**config.mk**
```make
export PLATFORM = sky130hd
export DESIGN_NAME = fdmm_fifo
export DESIGN_NICKNAME = d
export VERILOG_FILES = /design/src/design/fdmm_pkg.sv /design/src/design/fdmm_fifo.sv
export SDC_FILE = /design/constraint.sdc
export NUM_CORES = 1
export LEC_CHECK = 0
export ABC_AREA = 1
export ABC_CLOCK_PERIOD_IN_PS = 6500
export BUFFER_PORTS_ARGS = -buffer_cell sky130_fd_sc_hd__buf_2
export CAP_MARGIN = 25
export CORE_UTILIZATION = 61
export CTS_CLUSTER_DIAMETER = 40
export DETAILED_ROUTE_END_ITERATION = 6
export GPL_TIMING_DRIVEN = 0
export HOLD_SLACK_MARGIN = 0.12
export PLACE_DENSITY = 0.84
export SLEW_MARGIN = 25
export SYNTH_ARGS = -nofsm -noshare
export SYNTH_HDL_FRONTEND = slang
export SYNTH_SLANG_ARGS = --single-unit
export TNS_END_PERCENT = 20
```
**constraint.sdc**
```tcl
create_clock -name clk -period 6.5 [get_ports clk]
set_clock_uncertainty 0.1 [all_clocks]
set_input_delay 1.3 -clock clk [delete_from_list [all_inputs] [get_ports clk]]
set_output_delay 1.3 -clock clk [all_outputs]
set_load 0.05 [all_outputs]
```
**src/design/fdmm_pkg.sv**
```systemverilog
// Shared constants and types for the frame-difference motion mask.
`default_nettype none

package fdmm_pkg;

  localparam int MAX_PIXELS  = 65536;
  localparam int ADDR_W      = $clog2(MAX_PIXELS);
  localparam int PIX_W       = 8;
  localparam int WEIGHT_W    = 14;
  localparam int GRAY_SHIFT  = 14;
  localparam int ACC_W       = 22;
  localparam int QUEUE_DEPTH = 4;
  localparam int QPTR_W      = $clog2(QUEUE_DEPTH);

  localparam logic [WEIGHT_W-1:0] W_BLUE     = WEIGHT_W'(1868);
  localparam logic [WEIGHT_W-1:0] W_GREEN    = WEIGHT_W'(9617);
  localparam logic [WEIGHT_W-1:0] W_RED      = WEIGHT_W'(4899);
  localparam logic [ACC_W-1:0]    GRAY_ROUND = ACC_W'(8192);
  localparam logic [ADDR_W-1:0]   LAST_ADDR  = ADDR_W'(MAX_PIXELS - 1);

  // One gray-converted pixel on its way from the front end to the back end.
  typedef struct packed {
    logic [PIX_W-1:0]  blue;
    logic [PIX_W-1:0]  green;
    logic [PIX_W-1:0]  red;
    logic              frame_end;
    logic              first;
    logic [ADDR_W-1:0] addr;
    logic [PIX_W-1:0]  gray;
  } fdmm_item_t;

endpackage

`default_nettype wire

```
**src/design/fdmm_fifo.sv**
```systemverilog
// Short queue between the front end and the back end.
`default_nettype none

module fdmm_fifo import fdmm_pkg::*; (
  input  wire logic       clk,
  input  wire logic       rst_n,
  input  wire logic       push,
  input  wire fdmm_item_t push_item,
  output logic            full,
  input  wire logic       pop,
  output fdmm_item_t      pop_item,
  output logic            empty
);

  fdmm_item_t        entry_r [QUEUE_DEPTH];
  logic [QPTR_W-1:0] wr_ptr_r, rd_ptr_r;
  logic [QPTR_W:0]   count_r;

  assign full     = (count_r == (QPTR_W+1)'(QUEUE_DEPTH));
  assign empty    = (count_r == '0);
  assign pop_item = entry_r[rd_ptr_r];

  always_ff @(posedge clk) begin
    if (!rst_n) begin
      wr_ptr_r <= '0;
      rd_ptr_r <= '0;
      count_r  <= '0;
    end else begin
      if (push) begin
        wr_ptr_r <= wr_ptr_r + QPTR_W'(1);
      end
      if (pop) begin
        rd_ptr_r <= rd_ptr_r + QPTR_W'(1);
      end
      if (push && !pop) begin
        count_r <= count_r + (QPTR_W+1)'(1);
      end else if (pop && !push) begin
        count_r <= count_r - (QPTR_W+1)'(1);
      end
    end
  end

  always_ff @(posedge clk) begin
    if (push) begin
      entry_r[wr_ptr_r] <= push_item;
    end
  end

endmodule

`default_nettype wire

```
==> reports/qor.csv <==
stage;metric;value;unit
min_path;hold_class;reg2reg;
sta;finalHoldWorstSlack;0.3475;ns
cts;cts-buffers-inserted;25;
worst_setup_path;timing.critical_path.fanout_max;10;
sta;timing.fmax;0.2993;GHz
min_path;hold_crit_depth;1;
worst_setup_path;worst-endpoint-required;5.10;ns
route;overall_via_count_from_detail_route;5042;
final_layout;multiInputGateArea;1398;sq um
floorplan;die-area;13560;sq um
yosys;postSynthNetCount;601;
final_layout;final_non_filler_cell_total;868;
cts;post-cts-setup-buffers;0;
final_layout;layout.cells.most_common;sky130_fd_sc_hd__edfxtp_1;
route;postRouteWirelength;16850;um
floorplan;fp-row-count;41;
worst_setup_path;timing.critical_path.max_delay_family;buffers and inverters;
final_layout;final_cell_mix;200 x sky130_fd_sc_hd__edfxtp_1, 115 x sky130_fd_sc_hd__buf_2, 104 x sky130_fd_sc_hd__nor2_1, 60 x sky130_fd_sc_hd__o21ai_1, 50 x sky130_fd_sc_hd__o22ai_1;
route;wl_per_cell;19.41;um
pwr;vdd_drop_max;319.8;uV
sta;timing.slew.headroom;75.20;%
cts;tritoncts_num_sinks;209;
cts;post_cts.resized_instances;0;
final_layout;area.sequential;6186;sq um
sta;final.period_utilization;51.41;%
sta;setup_viol;0;
route;first_pass_iters;7;
cts;tritoncts;built;
floorplan;fp.dieH;116.5;um
yosys;synth.avg_cell_area;14.77;sq um
cts;cts_root_buffer;sky130_fd_sc_hd__clkbuf_16;
yosys;synthesis.area;7991;sq um
yosys;netlist_instances;541;
grt;track_usage;25.15;%
worst_setup_path;critical_path_buf_inv_count;3;
run_status;status;finished clean;
sta;final.setup.tns;0;ns
route;routed_via_density;5.809;
final_layout;postLayoutCoreUtil;76.22;%
floorplan;core_area;12720;sq um
final_layout;drive_above_1_share;26.33;%
route;drt_drc_violations_left;0;
worst_setup_path;r2r_cells;5;
worst_setup_path;rr_endpoint;entry_r[0][34];
sta;final_number_of_hold_violating_endpoints;0;
place;gp_congestion;0.7470;
pwr;power.leakage;0.003532;uW
cts;worstSkewPairLatency;0.49;ns
grt;globalRouteOverflowTotal;0;
cts;clock_path_buffers;3;
floorplan;floorplan.die.width;116.5;um
yosys;synth.yosys.warnings;0;
floorplan;initial_core_util;62.81;%
sta;tightestPinTransition;0.3713;ns
pwr;power.density_cell_area;354.8;nW/um^2
final_layout;fill_cells;768;
worst_setup_path;critical_path.reg2reg.startpoint;wr_ptr_r[0];
worst_setup_path;rrSetupSlack;4.83;ns
final_layout;synth_to_final_area_change;21.34;%
worst_setup_path;crit_cells;5;
worst_setup_path;max_stage_delay;0.36;ns
cts;cts_hold_buffers;0;
flow_run;max_cap_viol_count;0;
sta;timing_max_transition_violations_final;0;
worst_setup_path;worstSetupPathType;reg2out;
worst_setup_path;worst_setup_path_start_kind;flop;
worst_setup_path;timing.critical_path.cells;inv_1, buf_2, o21ai_1, o22ai_1, buf_2;
sta;period_needed;3.342;ns
worst_setup_path;cpMaxStageDelayCell;sky130_fd_sc_hd__dfxtp_1;
worst_setup_path;worst_setup_path_end_kind;primary output;
final_layout;final_net_count;737;
place;numPlacedInstances;822;
route;initialDrtViolationCount;472;
grt;grt_antenna_before_repair;1;
place;post-dp-hpwl;10030;um
grt;grt_pass1_vias;4853;
cts;path_clk_slew;0.06;ns
route;ant_nets;0;
grt;wire_length_of_the_first_global_routing_pass;25310;um
min_path;hold_start;rd_ptr_r[1];
yosys;synth-seq-area-share;77.41;%
yosys;yosysUniqueCellTypes;22;
place;place.port_buffers;105;
yosys;synth_register_bits;209;
worst_setup_path;cpMostUsedCell;sky130_fd_sc_hd__buf_2;
cts;htree_num_levels;1;
worst_setup_path;worst-endpoint-arrival;1.94;ns
floorplan;io_pins;106;
grt;maximum_number_of_pins_on_one_net_before_global_route_repair;35;
sta;setup_repair_after_global_routing_missed_its_margin;no;
-- final cells by class --
cell class	instances	share of cell area, %
Clock inverter	13	2.168
Inverter	17	0.8903
Clock buffer	32	6.826
Sequential cell	209	63.79
Multi-Input combinational cell	284	14.41
Antenna cell	1	0.02581
Buffer	31	3.419
Timing Repair Buffer	109	6.245
Tap cell	172	2.219
-- state kept, by name, summed over array words and instances (netlist names), named ones only --
signal / count
wr_ptr_r: 2
entry_r: 200
rd_ptr_r: 2
count_r: 3
-- layer usage --
layer | track usage, % | vias to the layer above | share of wire (%)
met5 | 0 | - | 0
met4 | 6.325 | 0 | 1.1
met3 | 4.619 | 18 | 7.3
met2 | 43.67 | 232 | 52
met1 | 33.07 | 2481 | 40
li1 | - | 2311 | -
-- worst max path at each step --
stage          from  slack [ns]             end
2_1_floorplan  flop        3.60     pop_item[0]
3_3_place_gp   push        2.78  entry_r[0][16]
3_5_place_dp   flop        3.67    pop_item[39]
4_1_cts        flop        3.10    pop_item[39]
5_1_grt        flop        3.03    pop_item[39]
6_report       flop        3.16    pop_item[39]
-- per-stage QoR --
step	cell area, sq um	worst slack, ns	total power (uW)
global placement	8732	2.784	2007
floorplan	7991	3.600	1892
CTS	9694	3.098	3449
detailed placement	8822	3.668	2028
global route	9694	3.028	3533
finish	9697	3.158	3440
-- logic make-up (layout without fill, tap and decap cells) --
group                      after synthesis  after routing  share of synthesized area (%)
AOI/OAI and AO/OA                      160            160                          10.80
adders and majority gates                6              6                          1.033
buffers and inverters                   48            202                          5.104
other                                    0              1                              0
DFF                                    209            209                          77.41
and+or+nand+nor                        118            118                          5.652
-- cells in the mapped netlist (all sizes together) --
cell          instances  area share, %
o22ai                50            3.9
dlymetal6s2s          1           0.16
nor2                105            5.0
fa                    1           0.25
a21oi                 4           0.25
o21ai               106            6.6
nand4                 1          0.078
nand2                 9           0.42
inv                  17           0.96
buf                  30            4.0
nand3                 1          0.063
edfxtp              200             75
dfxtp                 9            2.3
ha                    5           0.78
nor3                  2           0.13
-- power by group --
part / switching (uW) / internal, uW / leakage, uW
logic: 331 / 116 / 0.00121
clock network: 516 / 921 / 0.000408
registers: 17.5 / 1540 / 0.00191
total: 865 / 2580 / 0.00353
Note: power is estimated with default switching activity, not from simulation.
