<file path="config.mk">
export PLATFORM = sky130hd
export DESIGN_NAME = fdmm_front
export DESIGN_NICKNAME = d
export VERILOG_FILES = /design/src/design/fdmm_pkg.sv /design/src/design/fdmm_front.sv
export SDC_FILE = /design/constraint.sdc
export NUM_CORES = 1
export LEC_CHECK = 0
export BUFFER_PORTS_ARGS = -buffer_cell sky130_fd_sc_hd__buf_2
export CORE_UTILIZATION = 50
export DETAILED_ROUTE_END_ITERATION = 7
export GPL_TIMING_DRIVEN = 0
export MAX_ROUTING_LAYER = met4
export PLACE_DENSITY = 0.73
export SYNTH_ARGS = -nofsm -noshare
export SYNTH_HDL_FRONTEND = slang
export SYNTH_SLANG_ARGS = --single-unit
</file>
<file path="constraint.sdc">
create_clock -name clk -period 18.1 [get_ports clk]
set_input_delay 0.905 -clock clk [delete_from_list [all_inputs] [get_ports clk]]
set_output_delay 0.905 -clock clk [all_outputs]
set_load 0.01 [all_outputs]
</file>
<file path="src/design/fdmm_pkg.sv">
// Shared constants and types for the frame-difference motion mask.
`default_nettype none

package fdmm_pkg;

  localparam int MAX_PIXELS  = 65536;
  localparam int ADDR_W      = $clog2(MAX_PIXELS);
  localparam int PIX_W       = 8;
  localparam int WEIGHT_W    = 14;
  localparam int GRAY_SHIFT  = 14;
  localparam int ACC_W       = 22;
  localparam int QUEUE_DEPTH = 4;
  localparam int QPTR_W      = $clog2(QUEUE_DEPTH);

  localparam logic [WEIGHT_W-1:0] W_BLUE     = WEIGHT_W'(1868);
  localparam logic [WEIGHT_W-1:0] W_GREEN    = WEIGHT_W'(9617);
  localparam logic [WEIGHT_W-1:0] W_RED      = WEIGHT_W'(4899);
  localparam logic [ACC_W-1:0]    GRAY_ROUND = ACC_W'(8192);
  localparam logic [ADDR_W-1:0]   LAST_ADDR  = ADDR_W'(MAX_PIXELS - 1);

  // One gray-converted pixel on its way from the front end to the back end.
  typedef struct packed {
    logic [PIX_W-1:0]  blue;
    logic [PIX_W-1:0]  green;
    logic [PIX_W-1:0]  red;
    logic              frame_end;
    logic              first;
    logic [ADDR_W-1:0] addr;
    logic [PIX_W-1:0]  gray;
  } fdmm_item_t;

endpackage

`default_nettype wire

</file>
<file path="src/design/fdmm_front.sv">
// Front end: accepts pixels, tracks position and first frame, computes gray.
`default_nettype none

module fdmm_front import fdmm_pkg::*; (
  input  wire logic             clk,
  input  wire logic             rst_n,
  input  wire logic             in_valid,
  output logic                  in_ready,
  input  wire logic [PIX_W-1:0] in_blue,
  input  wire logic [PIX_W-1:0] in_green,
  input  wire logic [PIX_W-1:0] in_red,
  input  wire logic             in_frame_end,
  output logic                  q_push,
  output fdmm_item_t            q_item,
  input  wire logic             q_full
);

  logic              s_valid_r;
  logic [PIX_W-1:0]  s_blue_r, s_green_r, s_red_r;
  logic [ACC_W-1:0]  s_pb_r, s_pg_r, s_pr_r;
  logic              s_fe_r;
  logic              s_first_r;
  logic [ADDR_W-1:0] s_addr_r;

  logic [ADDR_W-1:0] pixel_index_r, pixel_index_nxt;
  logic              first_frame_r;
  logic              accept;
  logic [ACC_W-1:0]  acc;

  assign in_ready = !s_valid_r || !q_full;
  assign accept   = in_valid && in_ready;
  assign q_push   = s_valid_r && !q_full;

  always_comb begin
    if (in_frame_end) begin
      pixel_index_nxt = '0;
    end else if (pixel_index_r != LAST_ADDR) begin
      pixel_index_nxt = pixel_index_r + ADDR_W'(1);
    end else begin
      pixel_index_nxt = pixel_index_r;
    end
  end

  always_ff @(posedge clk) begin
    if (!rst_n) begin
      s_valid_r     <= 1'b0;
      pixel_index_r <= '0;
      first_frame_r <= 1'b1;
    end else begin
      if (accept) begin
        s_valid_r     <= 1'b1;
        pixel_index_r <= pixel_index_nxt;
        if (in_frame_end) begin
          first_frame_r <= 1'b0;
        end
      end else if (q_push) begin
        s_valid_r <= 1'b0;
      end
    end
  end

  // Constant-weight products, registered ahead of the sum.
  always_ff @(posedge clk) begin
    if (accept) begin
      s_blue_r  <= in_blue;
      s_green_r <= in_green;
      s_red_r   <= in_red;
      s_fe_r    <= in_frame_end;
      s_first_r <= first_frame_r;
      s_addr_r  <= pixel_index_r;
      s_pb_r    <= ACC_W'(in_blue)  * ACC_W'(W_BLUE);
      s_pg_r    <= ACC_W'(in_green) * ACC_W'(W_GREEN);
      s_pr_r    <= ACC_W'(in_red)   * ACC_W'(W_RED);
    end
  end

  assign acc = s_pb_r + s_pg_r + s_pr_r + GRAY_ROUND;

  always_comb begin
    q_item.blue      = s_blue_r;
    q_item.green     = s_green_r;
    q_item.red       = s_red_r;
    q_item.frame_end = s_fe_r;
    q_item.first     = s_first_r;
    q_item.addr      = s_addr_r;
    q_item.gray      = acc[GRAY_SHIFT +: PIX_W];
  end

endmodule

`default_nettype wire

</file>
==> results.yml, run 1 <==
worst_setup_path:
  worstPathRequired_ps: 18350
  crit_fanout: 6
  critical_path_class: "in2reg"
  cp-start-kind: "input pin"
  worst-endpoint-arrival_ps: 4780
  cp-end-kind: "register"
timing:
  slew_headroom: 0.383
  drv_slew: 0
  rsz0062_at_grt: "false"
  worst_pin_slew_ps: 923
  fin_skew_ps: 6.84
  min_period_over_period: 0.250
  period_needed_ps: 4530
  hold_viol_final: 0
  fmaxAchievable_mhz: 221
  setup_viol_count_final: 0
  final.setup.tns_ps: 0
layout:
  syn2layout_area_growth_pct: 15.1
  final_cell_mix: "186 x ha_1, 127 x inv_1, 96 x edfxtp_1"
  final_common_cell: "ha_1"
  final_area_mm2: 0.0108
  num_antenna_cells: 0
  drive_gt1_frac: 0.154
  nNetsFinal: 1188
global_routing:
  track_usage: 0.200
  grt_pass1_vias: 6315
  grt_pass1_wl_um: 29600
  grt-ovfl-total: 0
  antenna_found_initial: 0
  grt_max_degree: 26
logic_synthesis:
  seq_area_frac_synth: 0.347
  netlist_top_cells_area: "edfxtp_1 31%, ha_1 25%, fa_1 13%, inv_1 5.1%, dfxtp_1 3.9%"
  synth_top_cell_by_area: "edfxtp_1"
  syn-cell-area_mm2: 0.00934
  yosysWarnings: 0
  synth-edff-count: 96
  ys_seq_elements: 114
  async_flop_share: 0
  synth_cells: 809
  syn_nets: 1085
  ys_dominant_reg_cell: "edfxtp_1"
  synth_top_area_share: 0.309
  synth.distinct_cells: 63
  avgSynthCellArea_um2: 11.5
cts:
  clkLatencyLatePin_ps: 410
  clockBufferDepth: 2
  cts_tree: "done"
  cts.sinks: 114
  htreeDepth: 4
  clockRootBuffer: "clkbuf_16"
  clkTransAtPathRegs_ps: 60
  cts_resized: 0
  numCtsBuffers: 17
  ctsHoldBuffers: 0
  post_cts_buffers: 0
run:
  cap_violations: 0
route:
  post-route-drc-count: 0
  wire_per_inst_um: 14.8
  dr.first_iter.drc_count: 226
  vias_per_cell: 5.27
  via_count: 6083
  ant_nets: 0
  wirelength_um: 17100
  drtPass1Iterations: 5
die:
  start_util: 0.515
  die_w_um: 139
  dieArea_mm2: 0.0192
  ioPinCount: 81
  coreArea_mm2: 0.0181
  die_h_um: 139
  num_rows: 49
worst_hold_path:
  hp-class: "reg2reg"
pwr:
  vdd_drop_max_uv: 118
  p_per_area_mw_per_mm2: 160
  p_leak_nw: 5.10
run_status:
  outcome: "finished clean"
place:
  dpl.hpwl_um: 13800
  post_dp_cell_area_mm2: 0.0101
  gp_congestion: 0.812
  port_buffers: 80
routing by layer:
metal,vias to the layer above,share of wire,routed length (um),GRT usage
met5,-,0,0,-
met4,0,0.019,320,0.0632
met3,25,0.023,387,0.0373
met2,76,0.48,8300,0.333
met1,2917,0.47,8110,0.247
li1,3065,-,-,-
critical path: stages:
cell	delay, ps
buf_2	160
inv_1	80
fa_1	540
inv_1	40
ha_1	280
fa_1	510
inv_1	50
fa_1	530
inv_1	40
ha_1	350
o21a_1	130
o21ai_0	330
o31ai_2	170
or4_1	480
nand3_1	170
registers in the layout, indices dropped and copies added, names as in the netlist, 8 cells and up:
| register | count |
|---|---|
| s_pr_r | 20 |
| s_pg_r | 18 |
| pixel_index_r | 16 |
| s_addr_r | 16 |
| s_pb_r | 16 |
| s_blue_r | 8 |
| s_green_r | 8 |
| s_red_r | 8 |
worst paths after layout:
kind | startpoint | endpoint | slack [ps] | cells past startpoint
max | in_blue[2] | s_pb_r[18] | 13570 | 15
min | first_frame_r | s_first_r | 440 | 0
max reg2reg | s_valid_r | pixel_index_r[10] | 15720 | 6
min reg2reg | first_frame_r | s_first_r | 440 | 0
final cells by class:
type | instances | area (um2)
multi-input combinational | 557 | 5560
inverter | 127 | 477
fill | 1468 | 7400
tap | 229 | 287
clock inverter | 13 | 138
sequential | 114 | 3240
buffer | 11 | 72.6
clock buffer | 19 | 464
timing repair buffer | 84 | 510
Yosys cell counts (3+ instances only):
master,count
nor2_1,38
nand2_1,29
xor2_1,18
a21oi_1,35
o21ai_0,16
or3_1,10
nor2b_1,4
and3_1,5
a2111oi_0,3
dfxtp_1,18
a211oi_1,3
a21o_1,8
nand3_1,18
ha_1,186
inv_1,127
nand2b_1,4
o21a_1,6
o21ai_1,6
buf_4,8
a31oi_1,7
fa_1,61
nand4_1,7
xnor2_1,36
edfxtp_1,96
o21bai_1,3
nor3_1,8
a221oi_1,3
report_power, final:
group / internal, mW / total, mW / switching, mW
Clock: 0.205 / 0.340 / 0.135
Sequential: 0.354 / 0.377 / 0.0231
Combinational: 0.438 / 0.999 / 0.561
stage by stage:
| step | power (mW) | utilization | hold slack, ps | instances | worst slack (ps) |
|---|---|---|---|---|---|
| final | 1.72 | 0.592 | 437 | 1154 | 13570 |
| after global routing | 1.87 | 0.592 | 455 | 1154 | 13260 |
| after CTS | 1.74 | 0.592 | 436 | 1154 | 13550 |
| after detailed placement | 1.38 | 0.559 | 421 | 1122 | 13170 |
| after global placement | 1.36 | 0.553 | 420 | 1118 | 8810 |
| after floorplan | 1.10 | - | 408 | 809 | 11220 |
cell families (layout without fill, tap and decap cells):
group | Yosys count | after routing | synth area share
compound gates | 117 | 117 | 0.0892
xor+xnor | 54 | 54 | 0.0506
fa+ha+maj | 247 | 247 | 0.380
simple gates | 138 | 138 | 0.0733
flops | 114 | 114 | 0.347
mux | 1 | 1 | 0.00107
buf+inv | 138 | 254 | 0.0588
(Power assumes the default switching activity.)
==> run 2, diff against run 1 <==
clock period = 4.5 ns   (was 18.1 ns; I/O delays follow)
==> run 2 against run 1 <==
  * The flow now finishes with violations (DRC)
  * Clock-buffer cell count fell by 2
  * Register-to-register slack got worse by 13000 ps
  * Final cell count barely moved
  * Flip-flop and latch count did not move
  * Total power rose to 4.0 times the previous value
  * Via count barely moved
  * Critical path depth rose by 1
  * Non-clock buffer count rose by 1
  * Clock skew rose by 6.0 ps
  * Worst setup slack got worse by 13000 ps
  * Global-route usage fell by 0.11 points
==> results.yml, run 2 (synthesized netlist as in run 1, its figures left out) <==
route:
  ant_nets: 0
  via_count: 6079
  drtPass1Iterations: 6
  wirelength_um: 17100
  dr.first_iter.drc_count: 268
  wire_per_inst_um: 14.8
  post-route-drc-count: 5
  vias_per_cell: 5.26
die:
  die_w_um: 139
  num_rows: 49
  start_util: 0.515
  ioPinCount: 81
  coreArea_mm2: 0.0181
  dieArea_mm2: 0.0192
  die_h_um: 139
layout:
  multi_input_area_mm2: 0.00556
  syn2layout_area_growth_pct: 15.0
  top_regs: "s_pr_r x20, s_pg_r x18"
  seq_area_mm2: 0.00324
  largest_reg_flops: 20
  final_common_cell: "ha_1"
  nNetsFinal: 1189
  fill_cells: 1474
  final_util: 0.592
  final_cell_mix: "186 x ha_1, 127 x inv_1, 96 x edfxtp_1"
  largest_register: "s_pr_r"
  drive_gt1_frac: 0.153
  num_antenna_cells: 0
global_routing:
  grt_pass1_wl_um: 29200
  antenna_found_initial: 0
  grt_max_degree: 24
  grt_util_met1: 0.248
  track_usage: 0.199
  use_met3: 0.0369
  grtUsageMet2: 0.326
  grt_pass1_vias: 6205
  grt_busiest_layer: "met2"
  grt-ovfl-total: 0
cts:
  clockRootBuffer: "clkbuf_16"
  clkTransAtPathRegs_ps: 60
  cts_tree: "done"
  clockBufferDepth: 2
  clkLatencyLatePin_ps: 420
  cts.sinks: 114
  numCtsBuffers: 17
  post_cts_buffers: 0
  htreeDepth: 4
timing:
  slew_headroom: 0.489
  worst_slack_ps: 634
  fmaxAchievable_mhz: 259
  hold_viol_final: 0
  setup_viol_count_final: 0
  fin_skew_ps: 12.9
  final.setup.tns_ps: 0
  period_needed_ps: 3870
  drv_slew: 0
  worst_pin_slew_ps: 764
  rsz0062_at_grt: "false"
  min_period_over_period: 0.859
worst_setup_path:
  critical_path_class: "in2reg"
  r2r-end: "pixel_index_r[10]"
  cp-end-kind: "register"
  crit_chain: "buf_2 -> ha_1 -> inv_1 -> fa_1 -> inv_1 -> fa_1 -> inv_1 -> fa_1 -> inv_1 -> ha_1 -> nand2_1 -> nor2_1 -> a2111oi_2 -> o21bai_1 -> or3_1 -> a31o_1"
  critPathSlowestCell: "fa_1"
  max_stage_delay_ps: 530
  worst-endpoint-arrival_ps: 4030
  cp_common_cell: "inv_1"
  startpoint: "in_green[6]"
  reg2reg_setup_slack_ps: 2230
  timing.rr.start: "s_valid_r"
  rr_worst_depth: 6
  worstPathRequired_ps: 4670
  crit_fanout: 7
  cp-start-kind: "input pin"
worst_hold_path:
  hp-class: "in2reg"
  whs_endpoint: "s_fe_r"
  holdPathStages: 1
  worst_hold_startpoint: "in_frame_end"
pwr:
  power.share.clock: 0.195
  power.switching_mw: 2.92
  p_per_area_mw_per_mm2: 641
  p_leak_nw: 5.10
  combPwrFrac: 0.585
  p_int_mw: 3.98
  vdd_drop_max_uv: 415
  swShare: 0.423
  seqPwrFrac: 0.220
  total_power_mw: 6.89
place:
  pre_cts_ws_ps: 187
  port_buffers: 80
  gp_congestion: 0.827
  dpl.hpwl_um: 13800
run_status:
  violations: "DRC"
  outcome: "finished, violations left"
run:
  cap_violations: 0
[run 2: cell types whose count changed in the layout (fill, tap and decap cells not counted)]
cell	delta
clkbuf_16	-1
inv_6	+4
dlygate4sd3_1	+1
clkbuf_8	-1
clkinv_8	+1
clkinv_4	-4
clkinvlp_4	+1
[run 2: cell type report]
cell class	count	area share
Buffer	11	0.00675
Multi-Input combinational cell	557	0.517
Inverter	127	0.0444
Tap cell	229	0.0267
Sequential cell	114	0.302
Clock inverter	15	0.0150
Timing Repair Buffer	85	0.0484
Clock buffer	17	0.0396
[run 2: stage by stage]
step	hold WS (ps)	std cells	cell area, um2
3_5_place_dp	431	1122	10100
2_1_floorplan	287	809	9350
6_report	21.9	1155	10700
4_1_cts	0.818	1154	10700
5_1_grt	2.28	1155	10700
3_3_place_gp	417	1118	10000
[run 2: layer usage]
metal	up-vias	part of all wire	wire, um
met3	24	0.031	535
li1	3060	-	-
met5	-	0	0
met2	95	0.48	8210
met1	2900	0.47	8050
met4	0	0.021	355
[run 2: how the worst max path moves through the flow]
stage               slack [ps]                to  cells past startpoint
floorplan                  250  pixel_index_r[9]                      5
global placement         -1150  pixel_index_r[3]                      5
detailed placement         190        s_pg_r[21]                     16
CTS                        610        s_pg_r[21]                     16
global route               370         q_item[6]                     12
finish                     630        s_pg_r[21]                     16
[run 2: worst max-delay path, delay by kind of cell]
kind                       cells  cell delay, ps
adders and majority gates      5            2180
AOI/OAI and AO/OA              3             750
and+or+nand+nor                3             490
buffers and inverters          5             360
[run 2: power by group through the flow]
stage	registers (mW)	clock network, mW	logic [mW]
2_1_floorplan	1.52	0	2.91
3_3_place_gp	1.55	0	3.90
3_5_place_dp	1.54	0	4.00
4_1_cts	1.52	1.37	4.07
5_1_grt	1.54	1.42	4.55
6_report	1.52	1.34	4.03
[run 2: what timing repair did]
action                                 in CTS  in global routing
hold buffers                                0                  1
setup endpoints to repair                   0                  0
endpoints found under the hold margin       0                  1
gates resized for setup                     0                  0
